**config.mk**
```make
export PLATFORM = sky130hd
export DESIGN_NAME = per_flow_ewma_rate_meter
export DESIGN_NICKNAME = d
export VERILOG_FILES = /design/src/hw/rtl/pfrm_pkg.sv /design/src/hw/rtl/pfrm_front.sv /design/src/hw/rtl/pfrm_back.sv /design/src/hw/rtl/per_flow_ewma_rate_meter.sv
export SDC_FILE = /design/constraint.sdc
export NUM_CORES = 2
export LEC_CHECK = 0
export BUFFER_PORTS_ARGS = -buffer_cell sky130_fd_sc_hd__buf_2
export CORE_ASPECT_RATIO = 2
export CORE_MARGIN = 3
export CORE_UTILIZATION = 50
export DETAILED_ROUTE_END_ITERATION = 7
export GPL_ROUTABILITY_DRIVEN = 0
export PLACE_DENSITY = 0.66
export SLEW_MARGIN = 20
export SYNTH_ARGS = -nofsm -noshare
export SYNTH_HDL_FRONTEND = slang
export SYNTH_HIERARCHICAL = 1
export SYNTH_SLANG_ARGS = --single-unit
```
**constraint.sdc**
```tcl
create_clock -name i_clk -period 14.35 [get_ports i_clk]
set_input_delay 2.87 -clock i_clk [delete_from_list [all_inputs] [get_ports i_clk]]
set_output_delay 2.87 -clock i_clk [all_outputs]
set_load 0.05 [all_outputs]
```
**src/hw/rtl/pfrm_pkg.sv**
```systemverilog
// Shared types and constants of the per-flow smoothed rate meter.
// Used by pfrm_front, pfrm_back and the top level; depends on nothing.
package pfrm_pkg;

    localparam int DEF_FLOWS   = 16;
    localparam int FLOW_W      = 4;
    localparam int VAL_W       = 31;
    localparam int MODE_W      = 3;
    localparam int KIND_W      = 2;
    localparam int S_DATA_W    = 40;
    localparam int M_DATA_W    = 72;
    localparam int M_PAD_W     = M_DATA_W - (FLOW_W + VAL_W + 1 + VAL_W);
    localparam int QUEUE_DEPTH = 4;
    localparam int QPTR_W      = 2;

    localparam logic [VAL_W-1:0] VAL_MAX = '1;

    localparam logic [MODE_W-1:0] MODE_ADD         = 3'd0;
    localparam logic [MODE_W-1:0] MODE_SET_LIMIT   = 3'd1;
    localparam logic [MODE_W-1:0] MODE_CLEAR_LIMIT = 3'd2;
    localparam logic [MODE_W-1:0] MODE_REMOVE      = 3'd3;
    localparam logic [MODE_W-1:0] MODE_TICK        = 3'd4;
    localparam logic [MODE_W-1:0] MODE_QUERY       = 3'd5;

    localparam logic [KIND_W-1:0] KIND_FLOW   = 2'd0;
    localparam logic [KIND_W-1:0] KIND_GLOBAL = 2'd1;
    localparam logic [KIND_W-1:0] KIND_QUERY  = 2'd2;

    typedef enum logic [2:0] {
        OP_ADD,
        OP_SET_LIMIT,
        OP_CLEAR_LIMIT,
        OP_REMOVE,
        OP_TICK,
        OP_QUERY
    } t_op;

    typedef struct packed {
        t_op               op;
        logic [FLOW_W-1:0] flow;
        logic              in_table;
        logic [VAL_W-1:0]  amount;
    } t_cmd;

endpackage

```
**src/hw/rtl/pfrm_front.sv**
```systemverilog
// Front end: accepts items, decodes the mode and queues commands for the back end.
// Depends on pfrm_pkg.
module pfrm_front #(
    parameter int FLOWS = pfrm_pkg::DEF_FLOWS
) (
    input  logic                        i_clk,
    input  logic                        i_rst_n,
    input  logic                        i_valid,
    output logic                        o_ready,
    input  logic [pfrm_pkg::MODE_W-1:0] i_mode,
    input  logic [pfrm_pkg::FLOW_W-1:0] i_flow,
    input  logic [pfrm_pkg::VAL_W-1:0]  i_amount,
    output logic                        o_cmd_valid,
    output pfrm_pkg::t_cmd              o_cmd,
    input  logic                        i_cmd_pop
);

    localparam int CNT_W = $clog2(FLOWS + 1);
    localparam int CMP_W = CNT_W + pfrm_pkg::FLOW_W;

    pfrm_pkg::t_cmd                    r_queue [pfrm_pkg::QUEUE_DEPTH];
    logic [pfrm_pkg::QPTR_W-1:0]       r_wr_ptr;
    logic [pfrm_pkg::QPTR_W-1:0]       r_rd_ptr;
    logic [pfrm_pkg::QPTR_W:0]         r_count;
    pfrm_pkg::t_cmd                    cmd;
    logic                              keep;
    logic                              in_table;
    logic                              push;
    logic                              pop;

    assign in_table = CMP_W'(i_flow) < CMP_W'(FLOWS);

    always_comb begin
        cmd.flow     = i_flow;
        cmd.amount   = i_amount;
        cmd.in_table = in_table;
        cmd.op       = pfrm_pkg::OP_ADD;
        keep         = 1'b0;
        case (i_mode)
            pfrm_pkg::MODE_ADD: begin
                cmd.op = pfrm_pkg::OP_ADD;
                keep   = in_table;
            end
            pfrm_pkg::MODE_SET_LIMIT: begin
                cmd.op = pfrm_pkg::OP_SET_LIMIT;
                keep   = in_table;
            end
            pfrm_pkg::MODE_CLEAR_LIMIT: begin
                cmd.op = pfrm_pkg::OP_CLEAR_LIMIT;
                keep   = in_table;
            end
            pfrm_pkg::MODE_REMOVE: begin
                cmd.op = pfrm_pkg::OP_REMOVE;
                keep   = in_table;
            end
            pfrm_pkg::MODE_TICK: begin
                cmd.op = pfrm_pkg::OP_TICK;
                keep   = 1'b1;
            end
            pfrm_pkg::MODE_QUERY: begin
                cmd.op = pfrm_pkg::OP_QUERY;
                keep   = 1'b1;
            end
            default: begin
                keep = 1'b0;
            end
        endcase
    end

    assign o_ready     = r_count != (pfrm_pkg::QPTR_W + 1)'(pfrm_pkg::QUEUE_DEPTH);
    assign o_cmd_valid = r_count != '0;
    assign o_cmd       = r_queue[r_rd_ptr];
    assign push        = i_valid && o_ready && keep;
    assign pop         = i_cmd_pop && o_cmd_valid;

    always_ff @(posedge i_clk) begin
        if (push) begin
            r_queue[r_wr_ptr] <= cmd;
        end
    end

    always_ff @(posedge i_clk) begin
        if (!i_rst_n) begin
            r_wr_ptr <= '0;
            r_rd_ptr <= '0;
            r_count  <= '0;
        end else begin
            if (push) begin
                r_wr_ptr <= r_wr_ptr + 1'b1;
            end
            if (pop) begin
                r_rd_ptr <= r_rd_ptr + 1'b1;
            end
            case ({push, pop})
                2'b10:   r_count <= r_count + 1'b1;
                2'b01:   r_count <= r_count - 1'b1;
                default: r_count <= r_count;
            endcase
        end
    end

endmodule

```
**src/hw/rtl/pfrm_back.sv**
```systemverilog
// Back end: flow record memories, command sequencer, tick walk and result register.
// Depends on pfrm_pkg; fed by pfrm_front.
module pfrm_back #(
    parameter int FLOWS = pfrm_pkg::DEF_FLOWS
) (
    input  logic                        i_clk,
    input  logic                        i_rst_n,
    input  logic                        i_cmd_valid,
    input  pfrm_pkg::t_cmd              i_cmd,
    output logic                        o_cmd_pop,
    input  logic [pfrm_pkg::VAL_W-1:0]  i_global_limit,
    output logic                        o_valid,
    input  logic                        i_ready,
    output logic [pfrm_pkg::KIND_W-1:0] o_kind,
    output logic [pfrm_pkg::FLOW_W-1:0] o_flow_index,
    output logic [pfrm_pkg::VAL_W-1:0]  o_speed,
    output logic                        o_limit_reached,
    output logic [pfrm_pkg::VAL_W-1:0]  o_available,
    output logic                        o_last
);

    localparam int IDX_W = (FLOWS > 1) ? $clog2(FLOWS) : 1;
    localparam int EXT_W = IDX_W + pfrm_pkg::FLOW_W;
    localparam logic [IDX_W-1:0] LAST_IDX = IDX_W'(FLOWS - 1);

    typedef enum logic [2:0] {
        S_IDLE,
        S_EXEC,
        S_TICK,
        S_SUM,
        S_FINAL
    } t_state;

    function automatic logic [pfrm_pkg::VAL_W-1:0] sat_add(
        input logic [pfrm_pkg::VAL_W-1:0] a,
        input logic [pfrm_pkg::VAL_W-1:0] b
    );
        logic [pfrm_pkg::VAL_W:0] s;
        s = {1'b0, a} + {1'b0, b};
        return s[pfrm_pkg::VAL_W] ? pfrm_pkg::VAL_MAX : s[pfrm_pkg::VAL_W-1:0];
    endfunction

    logic [pfrm_pkg::VAL_W-1:0] r_lim_mem   [FLOWS];
    logic [pfrm_pkg::VAL_W-1:0] r_bytes_mem [FLOWS];
    logic [pfrm_pkg::VAL_W-1:0] r_speed_mem [FLOWS];
    logic [pfrm_pkg::VAL_W-1:0] r_q_lim;
    logic [pfrm_pkg::VAL_W-1:0] r_q_bytes;
    logic [pfrm_pkg::VAL_W-1:0] r_q_speed;

    t_state                      r_state,   n_state;
    pfrm_pkg::t_cmd              r_cmd,     n_cmd;
    logic [IDX_W-1:0]            r_addr,    n_addr;
    logic [FLOWS-1:0]            r_present, n_present;
    logic [pfrm_pkg::VAL_W-1:0]  r_sum,     n_sum;
    logic [pfrm_pkg::VAL_W-1:0]  r_pend,    n_pend;
    logic                        r_pend_v,  n_pend_v;
    logic                        r_out_valid, n_out_valid;
    logic [pfrm_pkg::KIND_W-1:0] r_kind,    n_kind;
    logic [pfrm_pkg::FLOW_W-1:0] r_flow,    n_flow;
    logic [pfrm_pkg::VAL_W-1:0]  r_speed,   n_speed;
    logic                        r_hit,     n_hit;
    logic [pfrm_pkg::VAL_W-1:0]  r_avail,   n_avail;
    logic                        r_last,    n_last;

    logic                        rd_en;
    logic [IDX_W-1:0]            rd_addr;
    logic                        we_lim, we_bytes, we_speed;
    logic [pfrm_pkg::VAL_W-1:0]  wd_lim, wd_bytes, wd_speed;
    logic [EXT_W-1:0]            head_ext;
    logic [IDX_W-1:0]            head_addr;
    logic [EXT_W-1:0]            idx_ext;
    logic                        present;
    logic [pfrm_pkg::VAL_W-1:0]  cur_lim, cur_bytes, cur_speed;
    logic [pfrm_pkg::VAL_W-1:0]  addend, new_speed, query_lim, query_avail;
    logic                        out_free;
    logic                        step;

    assign head_ext  = EXT_W'(i_cmd.flow);
    assign head_addr = head_ext[IDX_W-1:0];
    assign idx_ext   = EXT_W'(r_addr);
    assign present   = r_present[r_addr];
    assign cur_lim   = present ? r_q_lim   : '0;
    assign cur_bytes = present ? r_q_bytes : '0;
    assign cur_speed = present ? r_q_speed : '0;
    assign addend    = (cur_speed == '0 && cur_bytes != '0) ? cur_bytes : (cur_speed >> 1);
    assign new_speed = sat_add(cur_bytes, addend);
    assign query_lim = (r_cmd.in_table && present) ? r_q_lim : '0;
    assign out_free  = !r_out_valid || i_ready;

    always_comb begin
        if (query_lim == '0) begin
            query_avail = i_global_limit;
        end else if (i_global_limit != '0 && i_global_limit < query_lim) begin
            query_avail = i_global_limit;
        end else begin
            query_avail = query_lim;
        end
    end

    always_comb begin
        n_state     = r_state;
        n_cmd       = r_cmd;
        n_addr      = r_addr;
        n_present   = r_present;
        n_sum       = sat_add(r_sum, r_pend_v ? r_pend : '0);
        n_pend      = r_pend;
        n_pend_v    = 1'b0;
        n_out_valid = (r_out_valid && i_ready) ? 1'b0 : r_out_valid;
        n_kind      = r_kind;
        n_flow      = r_flow;
        n_speed     = r_speed;
        n_hit       = r_hit;
        n_avail     = r_avail;
        n_last      = r_last;
        o_cmd_pop   = 1'b0;
        rd_en       = 1'b0;
        rd_addr     = r_addr + 1'b1;
        we_lim      = 1'b0;
        we_bytes    = 1'b0;
        we_speed    = 1'b0;
        wd_lim      = '0;
        wd_bytes    = '0;
        wd_speed    = '0;
        step        = 1'b0;

        case (r_state)
            S_IDLE: begin
                if (i_cmd_valid) begin
                    o_cmd_pop = 1'b1;
                    n_cmd     = i_cmd;
                    rd_en     = 1'b1;
                    if (i_cmd.op == pfrm_pkg::OP_TICK) begin
                        rd_addr = '0;
                        n_addr  = '0;
                        n_sum   = '0;
                        n_state = S_TICK;
                    end else begin
                        rd_addr = head_addr;
                        n_addr  = head_addr;
                        n_state = S_EXEC;
                    end
                end
            end
            S_EXEC: begin
                n_state = S_IDLE;
                case (r_cmd.op)
                    pfrm_pkg::OP_ADD: begin
                        we_bytes = 1'b1;
                        wd_bytes = sat_add(cur_bytes, r_cmd.amount);
                        if (!present) begin
                            we_lim            = 1'b1;
                            we_speed          = 1'b1;
                            n_present[r_addr] = 1'b1;
                        end
                    end
                    pfrm_pkg::OP_SET_LIMIT: begin
                        we_lim = 1'b1;
                        wd_lim = r_cmd.amount;
                        if (!present) begin
                            we_bytes          = 1'b1;
                            we_speed          = 1'b1;
                            n_present[r_addr] = 1'b1;
                        end
                    end
                    pfrm_pkg::OP_CLEAR_LIMIT: begin
                        we_lim = present;
                    end
                    pfrm_pkg::OP_REMOVE: begin
                        n_present[r_addr] = 1'b0;
                    end
                    pfrm_pkg::OP_QUERY: begin
                        if (out_free) begin
                            n_out_valid = 1'b1;
                            n_kind      = pfrm_pkg::KIND_QUERY;
                            n_flow      = r_cmd.flow;
                            n_speed     = '0;
                            n_hit       = 1'b0;
                            n_avail     = query_avail;
                            n_last      = 1'b1;
                        end else begin
                            n_state = S_EXEC;
                        end
                    end
                    default: begin
                        n_state = S_IDLE;
                    end
                endcase
            end
            S_TICK: begin
                if (!present) begin
                    step = 1'b1;
                end else if (out_free) begin
                    step        = 1'b1;
                    we_speed    = 1'b1;
                    wd_speed    = new_speed;
                    we_bytes    = 1'b1;
                    n_pend      = new_speed;
                    n_pend_v    = 1'b1;
                    n_out_valid = 1'b1;
                    n_kind      = pfrm_pkg::KIND_FLOW;
                    n_flow      = idx_ext[pfrm_pkg::FLOW_W-1:0];
                    n_speed     = new_speed;
                    n_hit       = (cur_lim != '0) && (new_speed >= cur_lim);
                    n_avail     = '0;
                    n_last      = 1'b0;
                end
                if (step) begin
                    if (r_addr == LAST_IDX) begin
                        n_state = S_SUM;
                    end else begin
                        rd_en  = 1'b1;
                        n_addr = r_addr + 1'b1;
                    end
                end
            end
            S_SUM: begin
                n_state = S_FINAL;
            end
            S_FINAL: begin
                if (out_free) begin
                    n_out_valid = 1'b1;
                    n_kind      = pfrm_pkg::KIND_GLOBAL;
                    n_flow      = '0;
                    n_speed     = r_sum;
                    n_hit       = (i_global_limit != '0) && (r_sum >= i_global_limit);
                    n_avail     = '0;
                    n_last      = 1'b1;
                    n_state     = S_IDLE;
                end
            end
            default: begin
                n_state = S_IDLE;
            end
        endcase
    end

    always_ff @(posedge i_clk) begin
        if (we_lim) begin
            r_lim_mem[r_addr] <= wd_lim;
        end
        if (we_bytes) begin
            r_bytes_mem[r_addr] <= wd_bytes;
        end
        if (we_speed) begin
            r_speed_mem[r_addr] <= wd_speed;
        end
        if (rd_en) begin
            r_q_lim   <= r_lim_mem[rd_addr];
            r_q_bytes <= r_bytes_mem[rd_addr];
            r_q_speed <= r_speed_mem[rd_addr];
        end
    end

    always_ff @(posedge i_clk) begin
        if (!i_rst_n) begin
            r_state     <= S_IDLE;
            r_present   <= '0;
            r_pend_v    <= 1'b0;
            r_out_valid <= 1'b0;
        end else begin
            r_state     <= n_state;
            r_present   <= n_present;
            r_pend_v    <= n_pend_v;
            r_out_valid <= n_out_valid;
        end
        r_cmd   <= n_cmd;
        r_addr  <= n_addr;
        r_sum   <= n_sum;
        r_pend  <= n_pend;
        r_kind  <= n_kind;
        r_flow  <= n_flow;
        r_speed <= n_speed;
        r_hit   <= n_hit;
        r_avail <= n_avail;
        r_last  <= n_last;
    end

    assign o_valid         = r_out_valid;
    assign o_kind          = r_kind;
    assign o_flow_index    = r_flow;
    assign o_speed         = r_speed;
    assign o_limit_reached = r_hit;
    assign o_available     = r_avail;
    assign o_last          = r_last;

endmodule

```
**src/hw/rtl/per_flow_ewma_rate_meter.sv**
```systemverilog
// Per-flow smoothed rate meter, top level: stream ports and the global limit register.
// Depends on pfrm_pkg, pfrm_front and pfrm_back.
//
// Input beats carry a mode in tuser and a flow index and amount in tdata: add
// bytes, set or clear a flow limit, remove a record, tick, or query. A front
// end decodes each beat into a four-entry command queue; tready falls only
// when that queue is full. Beats that change nothing are dropped there.
// The back end runs one command at a time out of record memories with a
// registered read, taking no new command until the last one is done; a query
// gives its answer beat from the execute state once the output register is free.
// A tick walks every table entry (FLOWS); it emits one beat per present flow in
// index order and, after a sum state, a closing global beat with tlast.
// Results wait in an output register; while the receiver holds tready low the
// back end stalls on its next result and the queue keeps filling.
// The global limit is written through the configuration port; write it only
// while idle, as the block itself does not enforce this.
// Reset empties the queue, marks every record absent and clears the limit;
// no clearing pass is needed.
module per_flow_ewma_rate_meter #(
    parameter int FLOWS = pfrm_pkg::DEF_FLOWS
) (
    input  logic                          i_clk,
    input  logic                          i_rst_n,
    input  logic                          i_s_axis_tvalid,
    output logic                          o_s_axis_tready,
    input  logic [pfrm_pkg::S_DATA_W-1:0] i_s_axis_tdata,   // flow, amount, zero pad
    input  logic [pfrm_pkg::MODE_W-1:0]   i_s_axis_tuser,   // mode
    output logic                          o_m_axis_tvalid,
    input  logic                          i_m_axis_tready,
    output logic [pfrm_pkg::M_DATA_W-1:0] o_m_axis_tdata,   // flow_index, speed,
                                                            // limit_reached, available, pad
    output logic [pfrm_pkg::KIND_W-1:0]   o_m_axis_tuser,   // kind
    output logic                          o_m_axis_tlast,
    input  logic                          i_cfg_wr_en,
    input  logic [pfrm_pkg::VAL_W-1:0]    i_cfg_wr_data
);

    logic [pfrm_pkg::VAL_W-1:0]  r_global_limit;
    logic                        cmd_valid;
    pfrm_pkg::t_cmd              cmd;
    logic                        cmd_pop;
    logic [pfrm_pkg::FLOW_W-1:0] out_flow;
    logic [pfrm_pkg::VAL_W-1:0]  out_speed;
    logic                        out_hit;
    logic [pfrm_pkg::VAL_W-1:0]  out_avail;

    always_ff @(posedge i_clk) begin
        if (!i_rst_n) begin
            r_global_limit <= '0;
        end else if (i_cfg_wr_en) begin
            r_global_limit <= i_cfg_wr_data;
        end
    end

    pfrm_front #(
        .FLOWS (FLOWS)
    ) u_front (
        .i_clk       (i_clk),
        .i_rst_n     (i_rst_n),
        .i_valid     (i_s_axis_tvalid),
        .o_ready     (o_s_axis_tready),
        .i_mode      (i_s_axis_tuser),
        .i_flow      (i_s_axis_tdata[pfrm_pkg::FLOW_W-1:0]),
        .i_amount    (i_s_axis_tdata[pfrm_pkg::FLOW_W +: pfrm_pkg::VAL_W]),
        .o_cmd_valid (cmd_valid),
        .o_cmd       (cmd),
        .i_cmd_pop   (cmd_pop)
    );

    pfrm_back #(
        .FLOWS (FLOWS)
    ) u_back (
        .i_clk           (i_clk),
        .i_rst_n         (i_rst_n),
        .i_cmd_valid     (cmd_valid),
        .i_cmd           (cmd),
        .o_cmd_pop       (cmd_pop),
        .i_global_limit  (r_global_limit),
        .o_valid         (o_m_axis_tvalid),
        .i_ready         (i_m_axis_tready),
        .o_kind          (o_m_axis_tuser),
        .o_flow_index    (out_flow),
        .o_speed         (out_speed),
        .o_limit_reached (out_hit),
        .o_available     (out_avail),
        .o_last          (o_m_axis_tlast)
    );

    assign o_m_axis_tdata = {{pfrm_pkg::M_PAD_W{1'b0}}, out_avail, out_hit, out_speed, out_flow};

endmodule

```
# Word-level counts from Yosys, hierarchy flattened
# Memories as Yosys holds them, arrays and structs flattened. A register that Yosys moved wholly into a read port is not among the register bits.
# Cells that the tools add are included.
# W data, S select, Z words.
[classes]
magnitude_cmp = 5
mux = 109
bitwise = 3
n_eq_ne = 28
add_sub_neg = 8
reduce_logical = 36
[ops]
columns = ["cell", "count"]
rows = [
  ["$mux W31", 30],
  ["$pmux W31 S3", 2],
  ["$add A31 B31 Y32", 3],
  ["$reduce_bool A31 Y1", 3],
  ["$ge A31 B31 Y1", 2],
  ["$logic_not A31 Y1", 2],
  ["$mux W4", 11],
  ["$mux W1", 35],
  ["$pmux W16 S2", 1],
  ["$lt A31 B31 Y1", 1],
  ["$pmux W3 S5", 2],
  ["$eq A3 B2 Y1 const B", 6],
  ["$and A16 B16 Y16", 1],
  ["$mux W16", 1],
  ["$mux W2", 8],
  ["$not A16 Y16", 1],
  ["$or A16 B16 Y16", 1],
  ["$reduce_and A4 Y1", 4],
  ["$eq A3 B3 Y1 const B", 5],
  ["$mux W3", 5],
  ["$ne A2 B1 Y1 const B", 7],
  ["$pmux W1 S3", 4],
  ["$pmux W4 S3", 1],
  ["$logic_and A1 B1 Y1", 10],
  ["other kinds (28)", 43],
]
[totals]
inputBits = 79
regBits = 234
elab_cells = 214
mem_bits_rw = 1640
n_memories = 4
[mem_list]
columns = ["memory", "words", "width", "rd", "rd_clocked_by_memory_dff", "wr", "line", "rtl"]
rows = [
  ["u_back.r_bytes_mem", 16, 31, 1, 1, 1, "pfrm_back.sv:44", "logic [pfrm_pkg::VAL_W-1:0] r_bytes_mem [FLOWS];"],
  ["u_back.r_lim_mem", 16, 31, 1, 1, 1, "pfrm_back.sv:43", "logic [pfrm_pkg::VAL_W-1:0] r_lim_mem [FLOWS];"],
  ["u_back.r_speed_mem", 16, 31, 1, 1, 1, "pfrm_back.sv:45", "logic [pfrm_pkg::VAL_W-1:0] r_speed_mem [FLOWS];"],
  ["u_front.r_queue", 4, 38, 1, 1, 1, "pfrm_front.sv:21", "pfrm_pkg::t_cmd r_queue [pfrm_pkg::QUEUE_DEPTH];"],
]

# Longest topological paths before layout
[logic_depth]
word_depth = 13
depth_mapped = 27
depth_no_buf = 25

# Modules after synthesis
# The synthesis kept the hierarchy.
[by_module_without_submodules]
columns = ["module", "n_inst", "area_per_inst_um2", "cells_each", "seq_area_each_um2"]
rows = [
  ["pfrm_back", 1, 77167.8, 6346, 52840.7],
  ["pfrm_front", 1, 5998.3, 256, 4744.6],
  ["per_flow_ewma_rate_meter", 1, 1256.2, 107, 620.6],
]

# Worst setup path after synthesis
# OpenSTA, ideal clock, no wires.
[synth_timing]
path_type = "input-to-reg"
startpoint = "in i_m_axis_tready"
endpoint = "reg u_back/r_q_bytes[0] in the netlist's numbering, read port of u_back.r_bytes_mem (enable)"
stages = 4
required_time_ns = 13.786
path_buffers = 1
arrival_ns = 7.616
setup_slack_ns = 6.170
setup_ns = 0.564
path_cell_list = "nand2b_1 > clkbuf_1 > nor2_1 > o21bai_1"
[synth_via]
elab_chain_len = 6
[synth_rtl]
columns = ["element", "line", "rtl"]
rows = [
  ["start: declaration", "per_flow_ewma_rate_meter.sv:29", "input logic i_m_axis_tready,"],
  ["$logic_or A1 B1 Y1", "pfrm_back.sv:88", "assign out_free = !r_out_valid || i_ready;"],
  ["$mux W1", "pfrm_back.sv:192", "end else if (out_free) begin"],
  ["$mux W1", "pfrm_back.sv:190", "if (!present) begin"],
  ["$mux W1", "pfrm_back.sv:126", "case (r_state)"],
  ["$mux W1", "pfrm_back.sv:207", "if (step) begin"],
  ["$pmux W1 S2", "pfrm_back.sv:126", ""],
  ["net u_back.rd_en", "pfrm_back.sv:65", "logic rd_en;"],
  ["end: declaration", "pfrm_back.sv:47", "logic [pfrm_pkg::VAL_W-1:0] r_q_bytes;"],
]
# The timed path passes the listed nets, and every way through them passes these cells. The select of a mux whose other input is x is not followed.
# A chain may end at the register's enable or synchronous reset.

# Worst setup path in the final report
[layout_timing]
startpoint = "reg u_back.r_addr[1]"
endpoint = "reg u_back.r_hit (netlist: u_back/o_limit_reached), data pin"
[layout_via]
elab_chain_len = 13
[layout_rtl]
columns = ["element", "line", "rtl"]
rows = [
  ["start: declaration", "pfrm_back.sv:52", "logic [IDX_W-1:0] r_addr, n_addr;"],
  ["start signal: assignment", "pfrm_back.sv:267", "r_addr <= n_addr;"],
  ["$bmux W1 S4 (*)", "pfrm_back.sv:81", "assign present = r_present[r_addr];"],
  ["$mux W1 (implied by the code) (*)", "pfrm_back.sv:81", ""],
  ["$mux W31 (on tied branches)", "pfrm_back.sv:84, pfrm_back.sv:83", ""],
  ["$logic_not A31 Y1 or $reduce_bool A31 Y1 (tied branches)", "pfrm_back.sv:85", "assign addend = (cur_speed == '0 && cur_bytes != '0) ? cur_bytes : (cur_speed >> 1);"],
  ["$logic_and A1 B1 Y1", "pfrm_back.sv:85", ""],
  ["$mux W31", "pfrm_back.sv:85", ""],
  ["$add A31 B31 Y32 (*)", "pfrm_back.sv:39", "s = {1'b0, a} + {1'b0, b};"],
  ["$mux W31 (*)", "pfrm_back.sv:40", "return s[pfrm_pkg::VAL_W] ? pfrm_pkg::VAL_MAX : s[pfrm_pkg::VAL_W-1:0];"],
  ["net u_back.new_speed, one bit", "pfrm_back.sv:74", "logic [pfrm_pkg::VAL_W-1:0] addend, new_speed, query_lim, query_avail;"],
  ["$ge A31 B31 Y1 (*)", "pfrm_back.sv:203", "n_hit = (cur_lim != '0) && (new_speed >= cur_lim);"],
  ["$logic_and A1 B1 Y1 (*)", "pfrm_back.sv:203", ""],
  ["$mux W1 (*)", "pfrm_back.sv:192", ""],
  ["$mux W1 (*)", "pfrm_back.sv:190", ""],
  ["$pmux W1 S3 (*)", "pfrm_back.sv:126", ""],
  ["net u_back.n_hit", "pfrm_back.sv:61", "logic r_hit, n_hit;"],
  ["end signal: assignment", "pfrm_back.sv:273", "r_hit <= n_hit;"],
  ["end: declaration", "pfrm_back.sv:61", ""],
]
# Mark *: on every way through the listed nets, which the timed path passes. The rest lies on a longest branch. The select of a mux whose other input is x is not followed.

==> summary.txt <==
Status: completed
Synth area leader: edfxtp_1
CP Cell Sequence: mux4_2 > mux2i_1 > mux2i_4 > buf_4 > and2_1 > ha_1 > fa_1 > a211oi_1 > o21ai_0 > a32oi_1 > o22ai_1 > a21oi_1 > o21ai_0 > xor2_1 > or2_2 > ha_1 > nand4_1 > nor4_1 > inv_1 > nor4_1 > nand2_1 > a31oi_1 > o21bai_1 > o311ai_1
Layout Nets: 7005
Hold Vio Cnt, Final: 0
Worst Path Max Fanout: 69
Sw power: 0.009865 W
Clk network pwr share: 20.7%
Multi-input gate area: 24700 sq um
Fillers: 13240
Die ar.: 174100 sq um
Vias in the first global route: 54250
Fmax: 0.1120 GHz
Setup violators final: 0
Worst endpoint required time: 14980 ps
Detailed placement HPWL: 140.9 mm
P per Cell Area: 240.6 nW/um^2
Skew final: 37.34 ps
CTS clock-pin slew for the worst setup and hold paths: 70 ps
Starting Density: 50.44%
Worst Setup End Kind: register
Crit path largest cell delay: 870 ps
Syn_area_per_cell: 12.58 sq um
Leakage power: 32.60 nW
Die Span X: 296.6 microns
Global-route usage over all layers: 26.48%
Storage cell area: 58210 sq um
Clock Tree Root: clkbuf_16
I/O pin total: 156
Synth-to-Final Area Change: 10.65%
Peak supply drop: 469.0 uV
Combinational Power Share: 45.7%
Ys Warns: 6
Seq/Total Area, Yosys: 68.95%
Netlist cell types: 83
Critical path's slowest cell: nor4_1
Drt wl/cell: 25.78 microns
Synthesized area: 84420 sq um
Switch share: 43.89%
Most instantiated cells after synthesis: edfxtp_1, nand2_1, nand3_1
Clock Tree Buf Depth: 4
First-pass GRT wire length: 342.0 mm
DIE HEIGHT: 587.1 microns
Core area: 167400 sq um
TritonCTS Buffers: 173
Vias: 55770
# DRC: 0
Worst-Skew Late Latency: 810 ps
Largest net degree at the start of global routing: 199
Tmin final: 8925 ps
Final critical-path share of the clock period: 62.19%
Final wirelength: 235.4 mm
Max cap viols: 0
Top cell type's share of synthesized area: 66.76%
Post-CTS Repair Setup Buffers: 0
Worst-Margin Slew: 1136 ps
RSZ-0062 raised after global routing: false
CTS tree: done
Layout cell share with drive strength beyond 1: 9.736%
Flop pwr share: 33.6%
Cell with the most instances after synthesis: edfxtp_1
Initial antenna violation count: 31
Critical path class: register to register
Hold/Removal Path Class: register to register
TritonRoute pass-1 iters: 5
Port Buffers: 145
Synthesized flop and latch total: 1969
Arr. time, crit path: 9560 ps
Slew margin rel.: 24.27%
Synth area leaders: edfxtp_1, nand2_1, a311oi_1
Vias/cell: 6.108
GR Overflow Total: 0
EDFF count, synth: 1877
Cells after Synth: 6709
H-tree depth: 4
Hold-fix buffers, CTS: 0
Post-synth ARST share: 0%
Final slew viol count: 0
CP startpoint kind: register
Tot Pwr: 0.02248 W
Setup TNS: 0 ps
Antenna Nets Post-Route: 0
Starting DRT DRC Count: 5364
# resized after CTS: 0
Clock sink count: 1969
Rows: 212
Pint: 0.01261 W
Post-synth top flop: edfxtp_1
[power groups by stage]
stage               clock [W]  sequential, W  combinational, W
finish                0.00466        0.00755            0.0103
global route          0.00491        0.00755            0.0112
CTS                   0.00473        0.00753            0.0102
global placement            0        0.00765           0.00996
detailed placement          0        0.00766            0.0102
floorplan                   0        0.00739           0.00682
[state kept, by name (all words and copies together) (netlist names), 2 cells and up, named ones only]
signal	cells
u_back/r_bytes_mem	496
u_back/r_lim_mem	496
u_back/r_speed_mem	496
u_front/r_queue	152
u_back/r_cmd	39
r_global_limit	31
u_back/o_available	31
u_back/o_speed	31
u_back/r_pend	31
u_back/r_q_bytes	31
u_back/r_q_lim	31
u_back/r_q_speed	31
u_back/r_sum	31
u_back/o_flow_index	4
u_back/r_addr	4
u_back/r_state	3
u_front/r_count	3
u_back/o_kind	2
u_front/r_rd_ptr	2
u_front/r_wr_ptr	2
[kinds of logic (layout without fill, tap and decap cells)]
family / Yosys count / count (layout) / share of synthesized area, %
simple gates: 2828 / 2828 / 14.82
flops: 1969 / 1969 / 68.95
compound gates: 1045 / 1045 / 8.432
buf+inv: 513 / 661 / 2.491
fa+ha+maj: 195 / 195 / 2.926
mux: 81 / 81 / 1.584
xor+xnor: 76 / 76 / 0.7885
other cells: 2 / 28 / 0.008896
[layout make-up]
cell class	instances	area share (%)
Timing Repair Buffer	261	1.846
Inverter	95	0.3817
Multi-Input combinational cell	4231	26.44
Tap cell	2247	3.010
Clock inverter	92	1.042
Sequential cell	1969	62.31
Clock buffer	213	4.916
Antenna cell	22	0.05893
[cell usage in the layout (no fill, tap or decap), types with 95 or more instances in the layout]
master	n
a311oi_1	284
edfxtp_1	1877
buf_2	145
a21oi_1	297
buf_4	106
ha_1	191
and2_1	111
and3_1	200
nor2_1	162
a31oi_1	103
clkbuf_16	175
o21ai_0	122
nand2_1	1666
inv_1	95
nand3_1	401
[per-stage QoR]
step	hold slack, ps	instances	setup slack [ps]	util, %	instance area [sq um]
2_1_floorplan	467.7	6713	6170	-	84440
3_5_place_dp	504.3	8800	5618	52.39	87690
4_1_cts	516.6	9105	5574	55.72	93250
6_report	509.6	9130	5425	55.81	93420
3_3_place_gp	476.9	8800	5629	52.39	87690
5_1_grt	546.9	9123	5180	55.80	93400
[metal layers]
layer / share of wire (%) / GRT usage [%]
met1: 35 / 30.89
met5: 0.055 / 0
met3: 6.9 / 3.682
met4: 8.7 / 20.05
met2: 49 / 44.13
[worst max-delay path: cells and delay by family, from the launching register on]
kind                       cells  cell delay, ps
AOI/OAI and AO/OA              9            2620
xor gates and xnor gates       1             240
adders and majority gates      3            1070
buffers and inverters          2             450
DFF                            1             580
muxes                          3            1100
and+or+nand+nor                6            2640
[path summary, 6_finish.rpt]
check	from	endpoint	slack, ps	cells past startpoint
worst max-delay path	u_back/r_addr[1]	u_back/o_limit_reached	5430	24
worst min-delay path	u_front/r_wr_ptr[1]	u_front/r_wr_ptr[1]	510	2
worst max register to register	u_back/r_addr[1]	u_back/o_limit_reached	5430	24
worst min register to register	u_front/r_wr_ptr[1]	u_front/r_wr_ptr[1]	510	2
Power figures use the tool's default switching activity.
